--- config.mk ---
export PLATFORM = sky130hd
export DESIGN_NAME = segment_window_missing_tracker
export DESIGN_NICKNAME = d
export VERILOG_FILES = /design/src/rtl/swmt_pkg.sv /design/src/rtl/segment_window_missing_tracker.sv /design/src/rtl/swmt_window.sv /design/src/rtl/swmt_ctrl.sv
export VERILOG_INCLUDE_DIRS = /design/src /design/src/rtl
export SDC_FILE = /design/constraint.sdc
export NUM_CORES = 1
export LEC_CHECK = 0
export BUFFER_PORTS_ARGS = -buffer_cell sky130_fd_sc_hd__buf_2
export CORE_ASPECT_RATIO = 0.9
export CORE_MARGIN = 3
export CORE_UTILIZATION = 63
export DETAILED_ROUTE_END_ITERATION = 10
export HOLD_SLACK_MARGIN = 0.02
export PLACE_DENSITY_LB_ADDON = 0.08
export SETUP_SLACK_MARGIN = 0.1
export SYNTH_ARGS = -nofsm -noshare
export SYNTH_HDL_FRONTEND = slang
export SYNTH_HIERARCHICAL = 1
export SYNTH_SLANG_ARGS = --single-unit
--- constraint.sdc ---
create_clock -name clk -period 7.46 [get_ports clk]
set_input_delay 0.746 -clock clk [delete_from_list [all_inputs] [get_ports clk]]
set_output_delay 0.746 -clock clk [all_outputs]
set_load 0.02 [all_outputs]
--- src/rtl/segment_window_missing_tracker_assert.svh ---
// assertion macros for the segment window missing tracker
`ifndef SEGMENT_WINDOW_MISSING_TRACKER_ASSERT_SVH
`define SEGMENT_WINDOW_MISSING_TRACKER_ASSERT_SVH

`ifndef SYNTHESIS
`define SWMT_ASSERT(lbl, clk, rst_n, prop, msg) \
	lbl: assert property (@(posedge clk) disable iff (!rst_n) prop) else $error(msg);
`define SWMT_ASSERT_NEVER(lbl, clk, rst_n, cond, msg) \
	lbl: assert property (@(posedge clk) disable iff (!rst_n) !(cond)) else $error(msg);
`else
`define SWMT_ASSERT(lbl, clk, rst_n, prop, msg)
`define SWMT_ASSERT_NEVER(lbl, clk, rst_n, cond, msg)
`endif

`endif

--- src/rtl/swmt_pkg.sv ---
// shared types and constants for the segment window missing tracker
package swmt_pkg;

	localparam int WINDOW_BITS_DEF = 64;
	localparam int SEGMENT_BYTES   = 16;
	localparam int PAGE_BYTES      = 1024;
	localparam int SEG_SHIFT       = $clog2(SEGMENT_BYTES);
	localparam int PAGE_SHIFT      = $clog2(PAGE_BYTES);

	localparam int ADDR_W    = 32;
	localparam int SIZE_W    = 21;
	localparam int LEN_W     = 8;
	localparam int CMD_W     = 3;
	localparam int STATUS_W  = 3;
	localparam int ELEN_W    = 5;
	localparam int SEG_W     = 16;
	localparam int CFG_IDX_W = 1;
	localparam int CFG_W     = 32;

	localparam logic [LEN_W-1:0]  LEN_ALIGN_MASK = 8'h03;
	localparam logic [ELEN_W-1:0] ENTRY_LEN      = ELEN_W'(SEGMENT_BYTES);

	localparam logic [CFG_IDX_W-1:0] CFG_BANK_ADDR  = 1'd0;
	localparam logic [CFG_IDX_W-1:0] CFG_SIZE_BYTES = 1'd1;

	typedef enum logic [CMD_W-1:0] {
		CMD_START  = 3'd0,
		CMD_DATA   = 3'd1,
		CMD_WDONE  = 3'd2,
		CMD_HAS    = 3'd3,
		CMD_OLDEST = 3'd4,
		CMD_END    = 3'd5
	} cmd_t;

	typedef enum logic [STATUS_W-1:0] {
		STS_OK        = 3'd0,
		STS_BAD_STATE = 3'd1,
		STS_BAD_ADDR  = 3'd2,
		STS_BAD_LEN   = 3'd3,
		STS_BUSY      = 3'd4,
		STS_ABORT     = 3'd5
	} status_t;

	typedef enum logic [2:0] {
		WOP_HOLD       = 3'd0,
		WOP_CLEAR      = 3'd1,
		WOP_FILL       = 3'd2,
		WOP_SHIFT      = 3'd3,
		WOP_SHIFT_LAST = 3'd4,
		WOP_CLR_BIT    = 3'd5
	} wop_t;

	typedef struct packed {
		logic rd_bit;
		logic msb;
		logic any;
	} win_stat_t;

endpackage

--- src/rtl/segment_window_missing_tracker.sv ---
// top level of the segment window missing tracker
//
// requests: start is sampled with command, address and length; a request is
// taken at a clock edge where start is high and busy is low.
// results: done is high for exactly one cycle with status, found,
// result_addr and entry_length; the receiver cannot stall, so a result is
// never held back and busy drops on the same edge that raises done.
// config: cfg_we writes cfg_wdata into register cfg_index (0 bank_addr,
// 1 size_bytes) at the clock edge; write only while busy is low.
// sequence after the accepting edge:
//   start, write done, end, unused codes: finish in the prep state
//   data, has-entry query: prep, then decide; a data item that advances the window
//   by n < WINDOW_BITS segments then slides n times, one window shift per cycle
//   oldest-missing query: prep, decide, then k scan steps (1..WINDOW_BITS),
//   one window bit compared per cycle
// a new request may be presented in the cycle that done is high.
// reset clears the transfer state, the window and both config registers at
// once; there is no clearing pass.
module segment_window_missing_tracker #(
	parameter int WINDOW_BITS = swmt_pkg::WINDOW_BITS_DEF
) (
	input  logic                             clk,
	input  logic                             arst_n,
	input  logic                             start,
	output logic                             busy,
	input  logic [swmt_pkg::CMD_W-1:0]       command,
	input  logic [swmt_pkg::ADDR_W-1:0]      address,
	input  logic [swmt_pkg::LEN_W-1:0]       length,
	output logic                             done,
	output logic [swmt_pkg::STATUS_W-1:0]    status,
	output logic                             found,
	output logic [swmt_pkg::ADDR_W-1:0]      result_addr,
	output logic [swmt_pkg::ELEN_W-1:0]      entry_length,
	input  logic                             cfg_we,
	input  logic [swmt_pkg::CFG_IDX_W-1:0]   cfg_index,
	input  logic [swmt_pkg::CFG_W-1:0]       cfg_wdata
);
	import swmt_pkg::*;

	localparam int IDX_W = $clog2(WINDOW_BITS);

	logic [ADDR_W-1:0] bank_addr_q;
	logic [SIZE_W-1:0] size_bytes_q;
	wop_t              win_op;
	logic [IDX_W-1:0]  win_idx;
	win_stat_t         win_stat;

	always_ff @(posedge clk or negedge arst_n) begin
		if (!arst_n) begin
			bank_addr_q  <= '0;
			size_bytes_q <= '0;
		end else if (cfg_we) begin
			case (cfg_index)
			CFG_BANK_ADDR: begin
				bank_addr_q <= cfg_wdata[ADDR_W-1:0];
			end
			CFG_SIZE_BYTES: begin
				size_bytes_q <= cfg_wdata[SIZE_W-1:0];
			end
			default: begin
				bank_addr_q <= bank_addr_q;
			end
			endcase
		end
	end

	swmt_window #(
		.WINDOW_BITS (WINDOW_BITS)
	) u_window (
		.clk    (clk),
		.arst_n (arst_n),
		.op     (win_op),
		.idx    (win_idx),
		.stat   (win_stat)
	);

	swmt_ctrl #(
		.WINDOW_BITS (WINDOW_BITS)
	) u_ctrl (
		.clk          (clk),
		.arst_n       (arst_n),
		.start        (start),
		.busy         (busy),
		.command      (command),
		.address      (address),
		.length       (length),
		.bank_addr    (bank_addr_q),
		.size_bytes   (size_bytes_q),
		.win_op       (win_op),
		.win_idx      (win_idx),
		.win_stat     (win_stat),
		.done         (done),
		.status       (status),
		.found        (found),
		.result_addr  (result_addr),
		.entry_length (entry_length)
	);

endmodule

--- src/rtl/swmt_window.sv ---
// missing-mark window register with its one-bit shift unit
module swmt_window #(
	parameter int WINDOW_BITS = swmt_pkg::WINDOW_BITS_DEF
) (
	input  logic                           clk,
	input  logic                           arst_n,
	input  swmt_pkg::wop_t                 op,
	input  logic [$clog2(WINDOW_BITS)-1:0] idx,
	output swmt_pkg::win_stat_t            stat
);
	import swmt_pkg::*;

	logic [WINDOW_BITS-1:0] win_q;

	always_ff @(posedge clk or negedge arst_n) begin
		if (!arst_n) begin
			win_q <= '0;
		end else begin
			case (op)
			WOP_CLEAR: begin
				win_q <= '0;
			end
			WOP_FILL: begin
				win_q <= {{(WINDOW_BITS-1){1'b1}}, 1'b0};
			end
			WOP_SHIFT: begin
				win_q <= {win_q[WINDOW_BITS-2:0], 1'b1};
			end
			WOP_SHIFT_LAST: begin
				win_q <= {win_q[WINDOW_BITS-2:0], 1'b0};
			end
			WOP_CLR_BIT: begin
				win_q[idx] <= 1'b0;
			end
			default: begin
				win_q <= win_q;
			end
			endcase
		end
	end

	always_comb begin
		stat.rd_bit = win_q[idx];
		stat.msb    = win_q[WINDOW_BITS-1];
		stat.any    = |win_q;
	end

endmodule

--- src/rtl/swmt_ctrl.sv ---
// request sequencer, transfer state and result register
`include "segment_window_missing_tracker_assert.svh"

module swmt_ctrl #(
	parameter int WINDOW_BITS = swmt_pkg::WINDOW_BITS_DEF
) (
	input  logic                           clk,
	input  logic                           arst_n,
	input  logic                           start,
	output logic                           busy,
	input  logic [swmt_pkg::CMD_W-1:0]     command,
	input  logic [swmt_pkg::ADDR_W-1:0]    address,
	input  logic [swmt_pkg::LEN_W-1:0]     length,
	input  logic [swmt_pkg::ADDR_W-1:0]    bank_addr,
	input  logic [swmt_pkg::SIZE_W-1:0]    size_bytes,
	output swmt_pkg::wop_t                 win_op,
	output logic [$clog2(WINDOW_BITS)-1:0] win_idx,
	input  swmt_pkg::win_stat_t            win_stat,
	output logic                           done,
	output logic [swmt_pkg::STATUS_W-1:0]  status,
	output logic                           found,
	output logic [swmt_pkg::ADDR_W-1:0]    result_addr,
	output logic [swmt_pkg::ELEN_W-1:0]    entry_length
);
	import swmt_pkg::*;

	localparam int IDX_W = $clog2(WINDOW_BITS);

	typedef enum logic [4:0] {
		S_IDLE   = 5'b00001,
		S_PREP   = 5'b00010,
		S_DECIDE = 5'b00100,
		S_SLIDE  = 5'b01000,
		S_SCAN   = 5'b10000
	} state_t;

	state_t state_q, state_d;

	cmd_t              cmd_q;
	logic [ADDR_W-1:0] addr_q;
	logic [LEN_W-1:0]  len_q;

	logic              active_q;
	logic [ADDR_W-1:0] start_base_q;
	logic [SEG_W-1:0]  max_seg_q;
	logic              pend_q;
	logic [SEG_W-1:0]  pend_seg_q;

	logic [ADDR_W:0]   diff_q;
	logic [ADDR_W:0]   lim_q;
	logic [SEG_W-1:0]  seg_q;
	logic [ADDR_W-1:0] raddr_q;
	logic              lost_q;
	logic [IDX_W-1:0]  cnt_q;
	logic [IDX_W-1:0]  scan_idx_q;
	logic [SEG_W-1:0]  scan_seg_q;
	logic [ADDR_W-1:0] scan_addr_q;

	logic              done_q;
	status_t           status_q;
	logic              found_q;
	logic [ADDR_W-1:0] result_addr_q;
	logic [ELEN_W-1:0] entry_length_q;

	logic [SEG_W-1:0]  seg;
	logic              seg_gt;
	logic [SEG_W-1:0]  seg_dist;
	logic              in_win;
	logic [SEG_W-1:0]  off;
	logic              off_big;
	logic              missing;
	logic [SEG_W-1:0]  wd_dist;
	logic [ADDR_W-1:0] bank_sel;
	logic [ADDR_W-1:0] add_b;
	logic [ADDR_W-1:0] sum;
	logic [ADDR_W:0]   end_sum;
	logic              addr_bad;
	logic              len_bad;
	logic [SEG_W-1:0]  s0;
	logic [ADDR_W-1:0] a0;
	logic              hit;
	logic [ADDR_W-1:0] scan_addr_nx;
	logic              lost_now;
	logic [SEG_W-1:0]  seg_sel;

	logic              fin;
	status_t           fin_status;
	logic              fin_found;
	logic [ADDR_W-1:0] fin_raddr;
	logic [ELEN_W-1:0] fin_elen;
	logic              do_clear;
	logic              set_active;
	logic              deact;
	logic              set_max;
	logic              set_pend;
	logic              clr_pend;
	logic              go_slide;
	logic              go_scan;

	assign seg      = diff_q[SEG_SHIFT +: SEG_W];
	assign seg_gt   = seg > max_seg_q;
	assign seg_dist = max_seg_q - seg;
	assign in_win   = seg_dist < SEG_W'(WINDOW_BITS);
	assign off      = seg - max_seg_q;
	assign off_big  = off >= SEG_W'(WINDOW_BITS);
	assign missing  = seg_gt || (in_win && win_stat.rd_bit);
	assign wd_dist  = max_seg_q - pend_seg_q;
	assign bank_sel = (bank_addr != '0) ? bank_addr : start_base_q;
	assign add_b    = (cmd_q == CMD_DATA) ? diff_q[ADDR_W-1:0]
		: (ADDR_W'(seg) << SEG_SHIFT);
	assign sum      = bank_sel + add_b;
	assign end_sum  = {1'b0, addr_q} + (ADDR_W+1)'(len_q);
	assign addr_bad = (addr_q[SEG_SHIFT-1:0] != '0) || diff_q[ADDR_W] || (end_sum > lim_q);
	assign len_bad  = (len_q > LEN_W'(SEGMENT_BYTES)) || ((len_q & LEN_ALIGN_MASK) != '0);
	assign s0       = max_seg_q - SEG_W'(WINDOW_BITS - 1);
	assign a0       = start_base_q + (ADDR_W'(s0) << SEG_SHIFT);
	assign hit      = win_stat.rd_bit && (scan_addr_q >= addr_q);
	assign scan_addr_nx = (scan_seg_q == '1) ? start_base_q
		: scan_addr_q + ADDR_W'(SEGMENT_BYTES);
	assign lost_now = lost_q || win_stat.msb;
	assign seg_sel  = (state_q == S_SLIDE) ? seg_q : seg;

	always_comb begin
		state_d    = state_q;
		fin        = 1'b0;
		fin_status = STS_OK;
		fin_found  = 1'b0;
		fin_raddr  = '0;
		fin_elen   = '0;
		win_op     = WOP_HOLD;
		win_idx    = seg_dist[IDX_W-1:0];
		do_clear   = 1'b0;
		set_active = 1'b0;
		deact      = 1'b0;
		set_max    = 1'b0;
		set_pend   = 1'b0;
		clr_pend   = 1'b0;
		go_slide   = 1'b0;
		go_scan    = 1'b0;
		case (state_q)
		S_IDLE: begin
			if (start) begin
				state_d = S_PREP;
			end
		end
		S_PREP: begin
			case (cmd_q)
			CMD_START: begin
				do_clear = 1'b1;
				win_op   = WOP_CLEAR;
				if (addr_q[PAGE_SHIFT-1:0] != '0 || bank_addr[PAGE_SHIFT-1:0] != '0) begin
					fin_status = STS_BAD_ADDR;
				end else begin
					set_active = 1'b1;
				end
				fin     = 1'b1;
				state_d = S_IDLE;
			end
			CMD_WDONE: begin
				win_idx = wd_dist[IDX_W-1:0];
				if (pend_q) begin
					clr_pend = 1'b1;
					if (wd_dist < SEG_W'(WINDOW_BITS)) begin
						win_op = WOP_CLR_BIT;
					end
				end
				fin     = 1'b1;
				state_d = S_IDLE;
			end
			CMD_END: begin
				do_clear = 1'b1;
				win_op   = WOP_CLEAR;
				fin      = 1'b1;
				state_d  = S_IDLE;
			end
			CMD_DATA, CMD_HAS, CMD_OLDEST: begin
				state_d = S_DECIDE;
			end
			default: begin
				fin_status = STS_BAD_STATE;
				fin        = 1'b1;
				state_d    = S_IDLE;
			end
			endcase
		end
		S_DECIDE: begin
			state_d = S_IDLE;
			case (cmd_q)
			CMD_DATA: begin
				fin = 1'b1;
				if (!active_q) begin
					fin_status = STS_BAD_STATE;
				end else if (addr_bad) begin
					fin_status = STS_BAD_ADDR;
				end else if (len_bad) begin
					fin_status = STS_BAD_LEN;
				end else if (pend_q) begin
					fin_status = STS_BUSY;
				end else if (!missing) begin
					fin_status = STS_BAD_STATE;
				end else if (seg_gt && off_big && win_stat.any) begin
					fin_status = STS_ABORT;
					deact      = 1'b1;
				end else if (seg_gt && off_big) begin
					win_op    = WOP_FILL;
					set_max   = 1'b1;
					set_pend  = 1'b1;
					fin_raddr = sum;
				end else if (seg_gt) begin
					fin      = 1'b0;
					go_slide = 1'b1;
					state_d  = S_SLIDE;
				end else begin
					set_pend  = 1'b1;
					fin_raddr = sum;
				end
			end
			CMD_HAS: begin
				fin = 1'b1;
				if (active_q && !missing) begin
					fin_found = 1'b1;
					fin_raddr = sum;
				end
			end
			CMD_OLDEST: begin
				if (active_q) begin
					go_scan = 1'b1;
					state_d = S_SCAN;
				end else begin
					fin = 1'b1;
				end
			end
			default: begin
				fin = 1'b1;
			end
			endcase
		end
		S_SLIDE: begin
			if (cnt_q == IDX_W'(1)) begin
				fin     = 1'b1;
				state_d = S_IDLE;
				if (lost_now) begin
					fin_status = STS_ABORT;
					deact      = 1'b1;
				end else begin
					win_op    = WOP_SHIFT_LAST;
					set_max   = 1'b1;
					set_pend  = 1'b1;
					fin_raddr = raddr_q;
				end
			end else begin
				win_op = WOP_SHIFT;
			end
		end
		S_SCAN: begin
			win_idx = scan_idx_q;
			if (hit) begin
				fin       = 1'b1;
				fin_found = 1'b1;
				fin_raddr = scan_addr_q;
				fin_elen  = ENTRY_LEN;
				state_d   = S_IDLE;
			end else if (scan_idx_q == '0) begin
				fin     = 1'b1;
				state_d = S_IDLE;
			end
		end
		default: begin
			state_d = S_IDLE;
		end
		endcase
	end

	always_ff @(posedge clk or negedge arst_n) begin
		if (!arst_n) begin
			state_q      <= S_IDLE;
			active_q     <= 1'b0;
			start_base_q <= '0;
			max_seg_q    <= '0;
			pend_q       <= 1'b0;
			pend_seg_q   <= '0;
			done_q       <= 1'b0;
		end else begin
			state_q <= state_d;
			done_q  <= fin;
			if (do_clear) begin
				active_q     <= 1'b0;
				start_base_q <= '0;
				max_seg_q    <= '0;
				pend_q       <= 1'b0;
				pend_seg_q   <= '0;
			end
			if (set_active) begin
				active_q     <= 1'b1;
				start_base_q <= addr_q;
			end
			if (deact) begin
				active_q <= 1'b0;
			end
			if (set_max) begin
				max_seg_q <= seg_sel;
			end
			if (set_pend) begin
				pend_q     <= 1'b1;
				pend_seg_q <= seg_sel;
			end
			if (clr_pend) begin
				pend_q <= 1'b0;
			end
		end
	end

	always_ff @(posedge clk) begin
		if (state_q == S_IDLE && start) begin
			cmd_q  <= cmd_t'(command);
			addr_q <= address;
			len_q  <= length;
		end
		if (state_q == S_PREP) begin
			diff_q <= {1'b0, addr_q} - {1'b0, start_base_q};
			lim_q  <= {1'b0, start_base_q} + (ADDR_W+1)'(size_bytes);
		end
		if (go_slide) begin
			cnt_q   <= off[IDX_W-1:0];
			lost_q  <= 1'b0;
			seg_q   <= seg;
			raddr_q <= sum;
		end else if (state_q == S_SLIDE) begin
			cnt_q  <= cnt_q - IDX_W'(1);
			lost_q <= lost_now;
		end
		if (go_scan) begin
			scan_idx_q  <= IDX_W'(WINDOW_BITS - 1);
			scan_seg_q  <= s0;
			scan_addr_q <= a0;
		end else if (state_q == S_SCAN) begin
			scan_idx_q  <= scan_idx_q - IDX_W'(1);
			scan_seg_q  <= scan_seg_q + SEG_W'(1);
			scan_addr_q <= scan_addr_nx;
		end
		if (fin) begin
			status_q       <= fin_status;
			found_q        <= fin_found;
			result_addr_q  <= fin_raddr;
			entry_length_q <= fin_elen;
		end
	end

	assign busy         = (state_q != S_IDLE);
	assign done         = done_q;
	assign status       = status_q;
	assign found        = found_q;
	assign result_addr  = result_addr_q;
	assign entry_length = entry_length_q;

	`SWMT_ASSERT(a_accept_busy, clk, arst_n, (start && !busy) |=> busy, "request not taken")
	`SWMT_ASSERT(a_done_single, clk, arst_n, done |=> !done, "result strobe held two cycles")
	`SWMT_ASSERT(a_pend_active, clk, arst_n, pend_q |-> active_q, "pending write while inactive")
	`SWMT_ASSERT(a_pend_order, clk, arst_n, pend_q |-> (pend_seg_q <= max_seg_q), "pending seg past max")
	`SWMT_ASSERT_NEVER(a_slide_cnt, clk, arst_n, (state_q == S_SLIDE) && (cnt_q == '0), "slide count empty")

endmodule

=== Word level (Yosys, flattened, before mapping) ===
Cells that the tools add are included.

* Bitwise operators: 3
* Equality and inequality tests: 21
* $lt $le $gt $ge: 9
* Mux-type cells: 153
* Add/sub/neg operators: 13
* Reductions and logical operators: 36

{| class="wikitable"
|+ Operators with widths
! kind !! count
|-
| two-way mux 32 bit || 19
|-
| case mux 64 bit (5 select lines) || 1
|-
| two-way mux 16 bit || 6
|-
| case mux 32 bit (3 select lines) || 1
|-
| two-way mux 1 bit || 70
|-
| two-way mux 5 bit || 13
|-
| bitwise AND 64 bit || 1
|-
| NOT 64 bit || 1
|-
| case mux 32 bit (2 select lines) || 1
|-
| OR reduction 64 bit || 1
|-
| two-way mux 3 bit || 21
|-
| subtractor 16 bit || 3
|-
| adder 32 x 21 -> 33 bit || 1
|-
| adder 32 x 8 -> 33 bit || 1
|-
| > comparator 33 bit || 1
|-
| subtractor 32 x 32 -> 33 bit || 1
|-
| adder 32 x 20 -> 32 bit || 1
|-
| adder 32 bit || 1
|-
| adder 32 x 5 -> 32 bit (second input constant) || 1
|-
| greater-or-equal comparator 32 bit || 1
|-
| less-than comparator 16 x 7 -> 1 bit (second input constant) || 2
|-
| nonzero test 32 bit || 1
|-
| case mux 5 bit (5 select lines) || 1
|-
| nonzero test 10 bit || 2
|-
| 49 further kinds || 83
|}

* Input port bits: 80
* Bits in registers: 448

=== Logic depth before layout (Yosys ltp) ===
Gate-level depths: netlist (run 1).

* Word-level depth: 16
* Depth in mapped cells: 29
* Gate-level depth less buffers: 27

=== Modules after synthesis ===
The synthesis (run 1) kept the hierarchy.

{| class="wikitable"
|+ By module, submodules not included
! module !! seq. area each (um2) !! area an instance (um2) !! cells an instance !! times used
|-
| swmt_ctrl || 9390.3 || 23657.7 || 2478 || 1
|-
| swmt_window || 1601.5 || 4486.8 || 491 || 1
|-
| segment_window_missing_tracker || 1326.3 || 2038.2 || 114 || 1
|}

=== Worst setup path before layout (run 1) ===
No wires, ideal clock.

* Kind: register to register
* Start: register u_ctrl.state_q[2]
* End: register u_ctrl.entry_length_q[4], in the netlist u_ctrl/entry_length[4] (enable)
* Path slack: 0.640 ns
* Stages on the path, launching flop included: 18
* Required time: 6.848 ns
* Clock period less this slack: 6.820 ns
* Library setup time: 0.612 ns
* Arrival: 6.207 ns
* Path through: dfrtp_1 nor3_1 and3b_1 clkbuf_1 nand3_1 o221ai_1 buf_4 mux4_2 nand3_1 o221ai_1 a221oi_1 nand4_1 nand3_1 nor4_1 a22oi_1 o21ai_0 nand2_1 nand3_1

{| class="wikitable"
|+ RTL lines
! what !! line !! text
|-
| start, declared || swmt_ctrl.sv:37 || <nowiki>state_t state_q, state_d;</nowiki>
|-
| start signal, assigned || swmt_ctrl.sv:284 || <nowiki>state_q <= state_d;</nowiki>
|-
| end signal, assigned || swmt_ctrl.sv:345 || <nowiki>entry_length_q <= fin_elen;</nowiki>
|-
| end, declared || swmt_ctrl.sv:63 || <nowiki>logic [ELEN_W-1:0] entry_length_q;</nowiki>
|}

=== Final worst setup path (run 1) ===
* Start: register u_ctrl.addr_q[0]
* End: register u_window.win_q[37]

* Word-level cells in the longest chain between the ends: 9

{| class="wikitable"
|+ RTL lines
! what !! line !! text
|-
| start, declared || swmt_ctrl.sv:40 || <nowiki>logic [ADDR_W-1:0] addr_q;</nowiki>
|-
| start signal, assigned || swmt_ctrl.sv:316 || <nowiki>addr_q <= address;</nowiki>
|-
| adder 32 x 8 -> 33 bit / nonzero test 4 bit (equally long branches) || swmt_ctrl.sv:112, swmt_ctrl.sv:113 ||
|-
| > comparator 33 bit / logical OR 1 bit (equally long branches) || swmt_ctrl.sv:113 || <nowiki>assign addr_bad = (addr_q[SEG_SHIFT-1:0] != '0) || diff_q[ADDR_W] || (end_sum > lim_q);</nowiki>
|-
| logical OR 1 bit (*) || swmt_ctrl.sv:113 ||
|-
| two-way mux 3 bit (*) || swmt_ctrl.sv:193 || <nowiki>end else if (addr_bad) begin</nowiki>
|-
| two-way mux 3 bit (*) || swmt_ctrl.sv:191 || <nowiki>if (!active_q) begin</nowiki>
|-
| two-way mux 3 bit (*) || swmt_ctrl.sv:188 || <nowiki>case (cmd_q)</nowiki>
|-
| case mux 3 bit (3 select lines) (*) || swmt_ctrl.sv:140 || <nowiki>case (state_q)</nowiki>
|-
| via win_op[1] || segment_window_missing_tracker.sv:44 || <nowiki>wop_t win_op;</nowiki>
|-
| == test 3 bit (tied with other cells) || swmt_window.sv:19 || <nowiki>case (op)</nowiki>
|-
| case mux 64 bit (5 select lines) / nonzero test 5 bit (equally long branches) || -- ||
|-
| end signal, assigned || swmt_window.sv:24 || <nowiki>win_q <= {{(WINDOW_BITS-1){1'b1}}, 1'b0};</nowiki>
|-
| end signal, assigned || swmt_window.sv:27 || <nowiki>win_q <= {win_q[WINDOW_BITS-2:0], 1'b1};</nowiki>
|-
| end signal, assigned || swmt_window.sv:30 || <nowiki>win_q <= {win_q[WINDOW_BITS-2:0], 1'b0};</nowiki>
|-
| end, declared || swmt_window.sv:13 || <nowiki>logic [WINDOW_BITS-1:0] win_q;</nowiki>
|}

Mark *: on every way through the listed nets, which the timed path passes. The rest lies on a longest branch.
A chain may end at the register's enable or synchronous reset.

==> metrics.yaml, run 1 <==
die-width_um: 237
num_rows: 75
die_h_um: 214
fillerInstances: 3521
ys_types: 96
dp_slack_ps: 801
synth_async_sr_flop_share: 0.426
place.detailed.hpwl_mm: 64.9
cpMostUsedCell: "o21ai_0"
hold_viol_final: 0
dr.pass1.iters: 8
ios: 123
drive_gt1_frac: 0.111
worstSetupPathType: "reg2reg"
syn_avg_cell_area_um2: 9.79
power.leakage_uw: 0.0139
status: "finished, final reports clean"
yosys_most_used_dff: "edfxtp_1"
crit_slowest_cell: "or4_1"
fin_crit_sh: 0.913
synth-edff-count: 248
tns_ps: 0
crit_path_max_incr_delay_ps: 510
cts.path.max_buffers: 3
ys_ff_latch: 444
drtAntennaViolNets: 0
ys.warnings.count: 6
grt_pass1_vias: 23900
clock.fmax_ghz: 0.147
cts_buffers: 48
grt_start_max_net_pins: 72
fin_crit_ps: 6810
core_mm2: 0.0470
portBuffers: 118
clk_latency_ps: 600
routed_wl_mm: 87.5
rsz0062_at_grt: "false"
drv_cap: 0
clock-sinks: 444
drv_slew: 0
cts_root_buffer: "clkbuf_16"
grt_usage: 0.339
worst_slew_pin_slew_ps: 1250
finalWeightedCongestion: 1.03
power_uw: 7570
antennaDiodeCount: 0
syn_area_mm2: 0.0302
cts_tree: "built"
ctsHoldBuffers: 0
p_per_area_mw_per_mm2: 230
crit_path_start_kind: "flop"
drc: 0
yosysTopAreaCell: "edfxtp_1"
setup_viol: 0
grt_overflow_total: 0
reg2reg_depth: 28
drt_iter0_drc: 3169
initial_core_util: 0.642
worstPathMaxFanout: 42
synthTopCellsByArea: "edfxtp_1, dfrtp_1, ha_1"
grt_pass1_wl_mm: 135
path_clk_slew_ps: 60
die_area_mm2: 0.0506
hold_class: "in2async"
vias_per_cell: 6.55
cp.arrival_ps: 7340
fin_util: 0.700
areaGrowthSynthToFinish_pct: 8.99
cts-htree-levels: 2
syn_inst: 3083
seq_area_frac_synth: 0.408
worst_slack_ps: 646
via_count: 24900
synth.top_cell.area_share: 0.247
wl_per_cell_um: 23.0
final_nets: 3467
fin_skew_ps: 27.1
ir_worst_vdd_v: 0.000195
grt_antenna_before_repair: 1
relSlewSlack: 0.166
crit_required_ps: 7990
critPathCaptureType: "flop"
## state kept, by name, summed over array words and instances (netlist names), 21 cells and up
signal,count
u_ctrl/lim_q,33
size_bytes_q,21
u_ctrl/scan_addr_q,32
u_ctrl/start_base_q,32
u_window/win_q,64
bank_addr_q,32
u_ctrl/result_addr,32
u_ctrl/addr_q,32
u_ctrl/raddr_q,32
u_ctrl/diff_q,33
## metal layers
metal,GRT usage,up-vias,share of wire
li1,-,11400,-
met4,0.126,0,0.035
met5,0,-,0
met3,0.0520,180,0.091
met2,0.515,1290,0.43
met1,0.496,12000,0.44
## synthesized netlist by cell type, types with 30 or more instances
library cell,instances
a21boi_1,60
mux2_2,48
nand3_1,93
a221o_1,63
dfrtp_1,188
nand4_1,35
a21oi_1,135
nor2b_1,30
nor3_1,42
nor2_1,159
mux2i_1,63
clkbuf_1,90
xor2_1,66
nand2b_1,30
a22oi_1,42
and3_1,35
o21ai_1,106
ha_1,226
xnor2_1,151
edfxtp_1,248
nor4_1,42
o21ai_0,120
nand2_1,257
inv_1,245
a21o_1,83
## path summary, 6_finish.rpt
check / startpoint / to / slack [ps]
min in group clk: length[2] / u_ctrl/len_q[2] / 330
min reg2reg: size_bytes_q[18] / size_bytes_q[18] / 510
max: u_ctrl/addr_q[0] / u_window/win_q[37] / 650
max in group asynchronous: arst_n / u_ctrl/start_base_q[24] / 5910
min: arst_n / u_ctrl/max_seg_q[2] / 140
max reg2reg: u_ctrl/addr_q[0] / u_window/win_q[37] / 650
## layout by cell type, fill, tap and decap left out, drive strengths merged, types with 19 or more instances in the layout
master	synthesis	layout
nor3	47	47
a22o	23	23
dfrtp	188	188
a21oi	136	136
nand4	35	35
mux2	59	59
a31oi	25	25
ha	226	226
o211ai	27	27
nand2b	30	30
inv	246	247
buf	50	156
and2	28	28
nand2	257	257
nand3	93	93
nor2b	32	32
and3	36	36
a221o	63	63
o21ai	227	227
clkbuf	90	63
a21boi	74	74
a22oi	42	42
nor4	43	43
edfxtp	248	248
a211oi	30	30
a21o	83	83
nor2	160	160
xnor2	151	151
mux2i	63	63
xor2	66	66
o21a	19	19
## critical path: cells and delay by family (launching register included)
kind | cells | cell delay [ps]
DFF | 1 | 420
buffers and inverters | 3 | 650
and+or+nand+nor | 11 | 2610
adders and majority gates | 3 | 890
xor gates and xnor gates | 1 | 90
AOI/OAI and AO/OA | 10 | 2050
## cell families after synthesis
logic type	Yosys count	share of synthesized area
and+or+nand+nor	815	0.136
adders and majority gates	234	0.0990
other	1	0.000124
buffers and inverters	386	0.0522
xor gates and xnor gates	217	0.0630
muxes	128	0.0488
DFF	444	0.408
AOI/OAI and AO/OA	858	0.193
## power breakdown
| group | internal, µW | switching, µW |
|---|---|---|
| combinational | 770 | 1310 |
| clock | 1380 | 1040 |
| sequential | 2880 | 192 |
## per-stage QoR
step | area, µm² | instances | hold WS, ps
6_report | 32900 | 3808 | 143
5_1_grt | 32900 | 3808 | 177
4_1_cts | 32900 | 3808 | 155
3_5_place_dp | 31300 | 3719 | 501
3_3_place_gp | 31300 | 3719 | 496
2_1_floorplan | 30200 | 3086 | 450
## repair_timing
action / in CTS / in global routing
endpoints found under the setup margin: 0 / 1
gates resized for setup: 0 / 1
buffers inserted: 0 / 0
## area by class of cell
cell class / instances / area, µm² / share of cell area
timing repair buffer: 157 / 896 / 0.0272
multi-input combinational: 2256 / 16400 / 0.498
clock inverter: 27 / 220 / 0.00669
clock buffer: 62 / 1380 / 0.0420
tap: 616 / 771 / 0.0234
inverter: 246 / 923 / 0.0281
sequential: 444 / 12300 / 0.374
Power figures use the tool's default switching activity.
==> inputs of run 2 (changes only) <==
Settings changed: SYNTH_HIERARCHICAL 1 to default.
==> metrics.yaml, run 2 <==
grt_antenna_before_repair: 1
yosysTopAreaCell: "edfxtp_1"
critPathCaptureType: "flop"
drive_gt1_frac: 0.119
wl_per_cell_um: 23.0
relSlewSlack: 0.212
core_mm2: 0.0459
via_count: 24800
power_frac_comb: 0.268
syn_avg_cell_area_um2: 9.63
die_area_mm2: 0.0496
drtAntennaViolNets: 0
crit-reg2reg-launch: "u_ctrl.addr_q[0]"
synth_simple_gate_area_frac: 0.153
cts_buffers: 48
grt_pass1_vias: 24200
ctsHoldBuffers: 0
seqPwrFrac: 0.406
final_nets: 3472
tns_ps: 0
initial_core_util: 0.644
cts.path.max_buffers: 3
synth.most_common_cell: "nand2_1"
grt_start_max_net_pins: 80
finalWeightedCongestion: 0.978
grtUsageMet1: 0.497
synth_fa_ha_area_frac: 0.101
largest_reg_flops: 64
hold_viol_final: 0
met2_usage: 0.545
synth-xor-area-share: 0.0625
p_per_area_mw_per_mm2: 232
synth.top_cell.area_share: 0.252
num_rows: 74
fin_crit_ps: 6820
synth_top_family_by_area: "compound AO/OA/AOI/OAI gates"
syn_area_mm2: 0.0296
p_int_uw: 4990
status: "finished, final reports clean"
grt_pass1_wl_mm: 135
areaGrowthSynthToFinish_pct: 9.46
yosys_most_used_dff: "edfxtp_1"
reg_top3: "u_window.win_q x64, u_ctrl.diff_q x33, u_ctrl.lim_q x33"
die_h_um: 212
fin_crit_sh: 0.914
switching_power_uw: 2510
ys_ff_latch: 444
clk_latency_ps: 620
worstPathMaxFanout: 35
synthTopCellsByArea: "edfxtp_1, dfrtp_1, ha_1"
power.leakage_uw: 0.0138
cts_tree: "built"
drc: 0
dp_slack_ps: 605
crit_slowest_cell: "fa_1"
cts_resized: 0
syn_inst: 3070
fin_skew_ps: 33.7
hold_class: "in2async"
post_cts_buffers: 0
drv_slew: 0
grtUsageMet3: 0.0561
synthMuxAreaShare: 0.0495
synth_compound_area_frac: 0.168
synth-edff-count: 248
setup_viol: 0
cp.arrival_ps: 7300
worstSetupPathType: "reg2reg"
ir_worst_vdd_v: 0.000261
startpoint: "u_ctrl.addr_q[0]"
routed_wl_mm: 87.6
switching_share: 0.335
busiest_layer: "met2"
crit_path_max_incr_delay_ps: 410
worst_slack_ps: 643
portBuffers: 118
die-width_um: 234
cts_root_buffer: "clkbuf_16"
ys.warnings.count: 0
clkPwrFrac: 0.326
most-common-layout-cells: "nand2_1, inv_1, edfxtp_1, ha_1, o21ai_0"
synth_async_sr_flop_share: 0.426
grt_overflow_total: 0
antennaDiodeCount: 0
clock-sinks: 444
cts-htree-levels: 2
clock.fmax_ghz: 0.147
ys_types: 95
place.detailed.hpwl_mm: 64.7
rsz0062_at_grt: "false"
drt_iter0_drc: 2492
crit_required_ps: 7950
regMostFlops: "u_window.win_q"
seq_area_frac_synth: 0.416
power_uw: 7500
drv_cap: 0
crit_path_start_kind: "flop"
final_common_cell: "nand2_1"
regToRegSetupSlack_ps: 640
synth_top_cells_by_count: "nand2_1, inv_1, edfxtp_1"
vias_per_cell: 6.51
ios: 123
dr.pass1.iters: 7
grt_usage: 0.350
worst_slew_pin_slew_ps: 1180
path_clk_slew_ps: 60
-- run 2: changes by cell type after synthesis, moves of 42 or more --
cell      before  now
o21ai_1      106    2
o21ai_0      120  219
nand4_1       35   77
a21oi_1      135  178
a21boi_1      60    0
a221o_1       63    0
-- run 2: worst paths after layout --
check | to | cells after the start
max | u_window.win_q[1] | 28
min | u_ctrl.start_base_q[1] | 1
max reg2reg | u_window.win_q[1] | 28
min reg2reg | u_ctrl.scan_idx_q[1] | 2
max in group asynchronous | u_window.win_q[48] | 2
min in group clk | u_ctrl.addr_q[7] | 1
-- run 2: metrics by stage --
stage / hold WS (ps) / instances / util / area, µm²
2_1_floorplan: 450 / 3073 / - / 29600
3_5_place_dp: 510 / 3716 / 0.670 / 30800
6_report: 135 / 3806 / 0.705 / 32400
5_1_grt: 155 / 3806 / 0.705 / 32400
3_3_place_gp: 497 / 3716 / 0.670 / 30800
4_1_cts: 120 / 3806 / 0.705 / 32400
-- run 2: worst max-delay path, delay by kind of cell, from the launching register on --
family	cells	cell delay, ps
simple gates	10	2610
compound gates	10	1770
buf+inv	4	900
fa+ha+maj	3	890
flops	1	390
xor+xnor	1	90
-- run 2: layout make-up --
class                      instances  area (µm²)
multi-input combinational       2262       15900
fill                            3503       13600
sequential                       444       12300
clock buffer                      66        1390
inverter                         253         950
timing repair buffer             149         845
tap                              608         761
clock inverter                    24         211
-- run 2: power by group through the flow --
| stage | logic, µW | clock network (µW) | registers [µW] |
|---|---|---|---|
| after floorplan | 1390 | 0 | 3020 |
| after global placement | 1890 | 0 | 3070 |
| after detailed placement | 1950 | 0 | 3080 |
| after CTS | 1970 | 2460 | 3030 |
| after global routing | 2200 | 2560 | 3060 |
| final | 2010 | 2440 | 3040 |
-- run 2: kinds of logic after synthesis --
kind of cell	Yosys count
other	1
adders and majority gates	234
and+or+nand+nor	908
muxes	132
xor gates and xnor gates	211
buffers and inverters	367
AOI/OAI and AO/OA	773
DFF	444
-- run 2: layer usage --
| layer | part of all wire | routed length, µm |
|---|---|---|
| met5 | 0 | 0 |
| met4 | 0.039 | 3380 |
| met3 | 0.090 | 7870 |
| met2 | 0.45 | 39200 |
| met1 | 0.42 | 37100 |
